$ cat config.mk
export PLATFORM = sky130hd
export DESIGN_NAME = sfps_ram
export DESIGN_NICKNAME = d
export VERILOG_FILES = /design/src/design/strided_fft_power_spectrum_core_macros.svh /design/src/design/sfps_ram.sv
export SDC_FILE = /design/constraint.sdc
export NUM_CORES = 1
export LEC_CHECK = 0
export BUFFER_PORTS_ARGS = -buffer_cell sky130_fd_sc_hd__buf_2
export CAP_MARGIN = 20
export CORE_ASPECT_RATIO = 0.9
export CORE_MARGIN = 10
export CORE_UTILIZATION = 56
export DETAILED_ROUTE_END_ITERATION = 6
export GPL_TIMING_DRIVEN = 0
export PLACE_DENSITY = 0.72
export SYNTH_ARGS = -nofsm -noshare
export SYNTH_HDL_FRONTEND = slang
export SYNTH_SLANG_ARGS = --single-unit
$ cat constraint.sdc
create_clock -name i_clk -period 2.2 [get_ports i_clk]
set_input_delay 0.22 -clock i_clk [delete_from_list [all_inputs] [get_ports i_clk]]
set_output_delay 0.22 -clock i_clk [all_outputs]
set_load 0.01 [all_outputs]
$ cat src/design/strided_fft_power_spectrum_core_macros.svh
// Assertion macros used by the DFT engine design file.
`ifndef STRIDED_FFT_POWER_SPECTRUM_CORE_MACROS_SVH
`define STRIDED_FFT_POWER_SPECTRUM_CORE_MACROS_SVH

// Implication checked on every rising edge outside reset.
`define SFPS_ASSERT(lbl, clk, rst_n, prop) \
    lbl: assert property (@(posedge clk) disable iff (!rst_n) (prop)) \
        else $error("sfps assertion failed");

// Condition that must never be true outside reset.
`define SFPS_NEVER(lbl, clk, rst_n, cond) \
    `SFPS_ASSERT(lbl, clk, rst_n, !(cond))

`endif

$ cat src/design/sfps_ram.sv
module sfps_ram #(
    parameter int WIDTH = 16,
    parameter int DEPTH = 64
) (
    input  logic                     i_clk,
    input  logic                     i_we,
    input  logic [$clog2(DEPTH)-1:0] i_waddr,
    input  logic [WIDTH-1:0]         i_wdata,
    input  logic [$clog2(DEPTH)-1:0] i_raddr,
    output logic [WIDTH-1:0]         o_rdata
);
    logic [WIDTH-1:0] r_mem [DEPTH];
    logic [WIDTH-1:0] r_rdata;

    always_ff @(posedge i_clk) begin
        if (i_we) begin
            r_mem[i_waddr] <= i_wdata;
        end
        r_rdata <= r_mem[i_raddr];
    end

    assign o_rdata = r_rdata;
endmodule

==> results.md <==
* Status: complete, but fails checks
* Failing checks: setup timing
* Critical path's slowest cell: nor2_2
* Sw Ratio at 21.2%
* Clock buffer depth at 3
* # fillers at 4564
* Final Hold Fails at 0
* CP delay by family, top: simple AND/OR/NAND/NOR gates
* CORE AREA at 0.0704 mm2
* Non-filler instance count after layout at 3045
* Yosys warning total at 0
* Number of global-route vias before repair at 20060
* R2R cell count at 5
* Area of the multi-input gates at 0.00863 mm2
* Final min period at 2.37 ns
* FMAX at 0.422 GHz
* Initial Util at 56.8%
* Top post-synthesis cells by area: edfxtp_1 77%, mux4_2 12%, mux2i_1 2.1%
* Worst hold stages at 1
* Worst Path Buf+Inv at 1
* Total track usage at 24.1%
* Root buf cell: clkbuf_16
* First-pass GRT wire length at 142000 um
* Most frequent cells in the layout: 1024 x edfxtp_1, 220 x mux4_2, 102 x clkbuf_16
* Setup_tns at -7.88 ns
* VDD IR-drop max at 1.08 mV
* Syn_area_per_cell at 21.9 um2
* Netlist Area Pre-Place at 0.0400 mm2
* Hold Path Class: input pin to register
* Final ANT Viol Nets at 0
* Total gr overflow at 0
* Final WS setup at -0.167 ns
* Post-synth cell types at 43
* CTS tree: built
* Post-synth EDFFs at 1024
* Final Cycle Share at 108%
* I/O Pins at 46
* Placed cell count at 2840
* Gpl congestion at 0.904
* Via density at 6.52
* DR vias at 19856
* Reg area at 0.0311 mm2
* Ordered list of cells on the worst path: clkbuf_1 > nor2b_1 > nand3_1 > nor2_2
* Combinational Power Share at 5.7%
* Avg WL per Cell at 32.4 um
* Slew Viols, Final at 0
* Clk_lat worst skew at 0.65 ns
* Kind of critical path: input pin to register
* Sink Count at 1040
* Hpwl dp at 63500 um
* Critical Path Stages at 4
* Asr flop ratio synth at 0%
* Sequential area share after synthesis at 77.6%
* DRC Markers at 0
* Internal power at 0.0320 W
* Site Rows at 92
* Final setup viols at 90
* Layout area overhead at 14.1%
* Total iterations of the first detailed-routing run at 5
* Final nets at 2053
* Num CTS Buffers at 98
* Die W at 302 um
* Most common cell after layout, fill and taps aside: edfxtp_1
* DRT Wirelength at 98600 um
* Htree depth at 3
* Post-DP Area at 0.0421 mm2
* Reg power frac at 54.0%
* Initial DRC Count at 2457
* Full die area at 0.0826 mm2
* Area share of the largest cell type after synthesis at 76.8%
* Initial antenna violation count at 7
* Worst Tran Pin Value at 1.11 ns
* Worst EP arrival at 2.63 ns
* Slew headroom at 25.6%
* Max stage delay on crit path at 1.05 ns
* Net Switching at 0.00863 W
* Clock-pin slew on the worst setup and hold paths at 0.06 ns
* Post-route cell area at 0.0457 mm2
* Clk network pwr share at 40.3%
* Synth area leader: edfxtp_1
* Top_reg_cell synth: edfxtp_1
* Worst setup EP type: register
* Critical Path RT at 2.46 ns
* Die Ht at 274 um
* Fin util at 64.9%
* Startpoint Class: input pin
* Share of cells above drive strength 1 at 30.0%
* RSZ-0062 raised after global routing: yes
* Syn_nets at 1859
* CP max FO at 16
* Largest net degree at the start of global routing at 65
* Flops & latches, synth at 1040
* Static leakage at 14.4 nW
* Max Cap Violations at 0
* Skew final at 0.0149 ns
* Hold slack at 0.00515 ns
* Mapped Cells at 1829
* Pwr Density at 890 mW/mm2
* Port bufs at 38
## logic make-up after synthesis
logic type      after synthesis  share of synthesized area [%]
simple gates                220                           2.65
buf+inv                     104                           1.83
flops                      1040                           77.6
compound gates              129                           2.41
mux                         336                           15.5
## registers in the layout (all words and copies together), names as in the netlist
signal / flops
r_mem: 1024
o_rdata: 16
## power by group through the flow
stage | combinational [W] | clock [W] | sequential, W
floorplan | 0.00114 | 0 | 0.0224
global placement | 0.00210 | 0 | 0.0224
detailed placement | 0.00221 | 0 | 0.0224
CTS | 0.00224 | 0.0165 | 0.0220
global route | 0.00243 | 0.0173 | 0.0220
finish | 0.00233 | 0.0164 | 0.0220
## layer usage
layer	part of all wire (%)	track usage, %	vias up	wire length, um
li1	-	-	8085	-
met1	39	32.7	10490	38000
met2	48	37.7	1076	47200
met3	10	6.47	195	9980
met4	3.5	8.04	10	3450
met5	0.072	0	-	71
## final cells by class
type | instances | share of cell area [%]
antenna | 1 | 0.00548
tap | 940 | 2.57
buffer | 104 | 1.62
sequential | 1040 | 68.0
timing repair buffer | 94 | 2.14
multi-input combinational | 685 | 18.9
clock inverter | 59 | 1.03
clock buffer | 122 | 5.75
## what timing repair did
action | CTS | global route
endpoints found under the hold margin | 0 | 41
pin swaps | 1 | 2
setup endpoints to repair | 240 | 251
gates resized for setup | 21 | 25
hold buffers | 0 | 5
buffers inserted | 4 | 4
## metrics by stage
stage               setup WS (ns)  power, W
global placement            -1.07    0.0245
finish                     -0.167    0.0407
detailed placement         -0.973    0.0246
CTS                        -0.113    0.0407
floorplan                  0.0222    0.0235
global route               -0.191    0.0417
## worst register-to-register path: stages (launching register included)
cell and delay (ns):
edfxtp_1 0.37, mux4_2 0.52, mux2i_1 0.36, a22oi_1 0.14, a31oi_2 0.53, a311oi_1 0.15
## final timing paths
check	startpoint	end	slack [ns]
worst max-delay path	i_waddr[2]	r_mem[5][12]$_DFFE_PP_	-0.17
worst min-delay path	i_wdata[2]	r_mem[21][2]$_DFFE_PP_	0.005
worst max register to register	r_mem[7][13]$_DFFE_PP_	o_rdata[13]$_DFF_P_	-0.03
worst min register to register	r_mem[32][9]$_DFFE_PP_	o_rdata[9]$_DFF_P_	0.90
## cell usage after synthesis (2+ instances only)
cell type,count
edfxtp_1,1024
mux4_2,220
mux2i_1,85
nor2_1,72
nand2_1,59
a22oi_1,39
buf_2,36
nor2b_1,30
mux2_2,27
clkbuf_1,24
nand3_1,24
a21oi_1,17
buf_6,17
a221oi_1,16
dfxtp_1,16
buf_4,13
nand4_1,12
a211o_1,8
a211oi_1,8
a311oi_1,8
a31oi_1,8
a221o_1,6
a22o_1,6
a41oi_1,5
and4_1,5
buf_12,5
o21ai_0,5
mux4_1,4
buf_1,3
buf_8,3
nand2b_1,3
nor4_2,3
o21ai_1,3
and2_1,2
clkbuf_2,2
nand3b_1,2
nor2_2,2
nor3_1,2
Note: power is estimated with default switching activity, not from simulation.
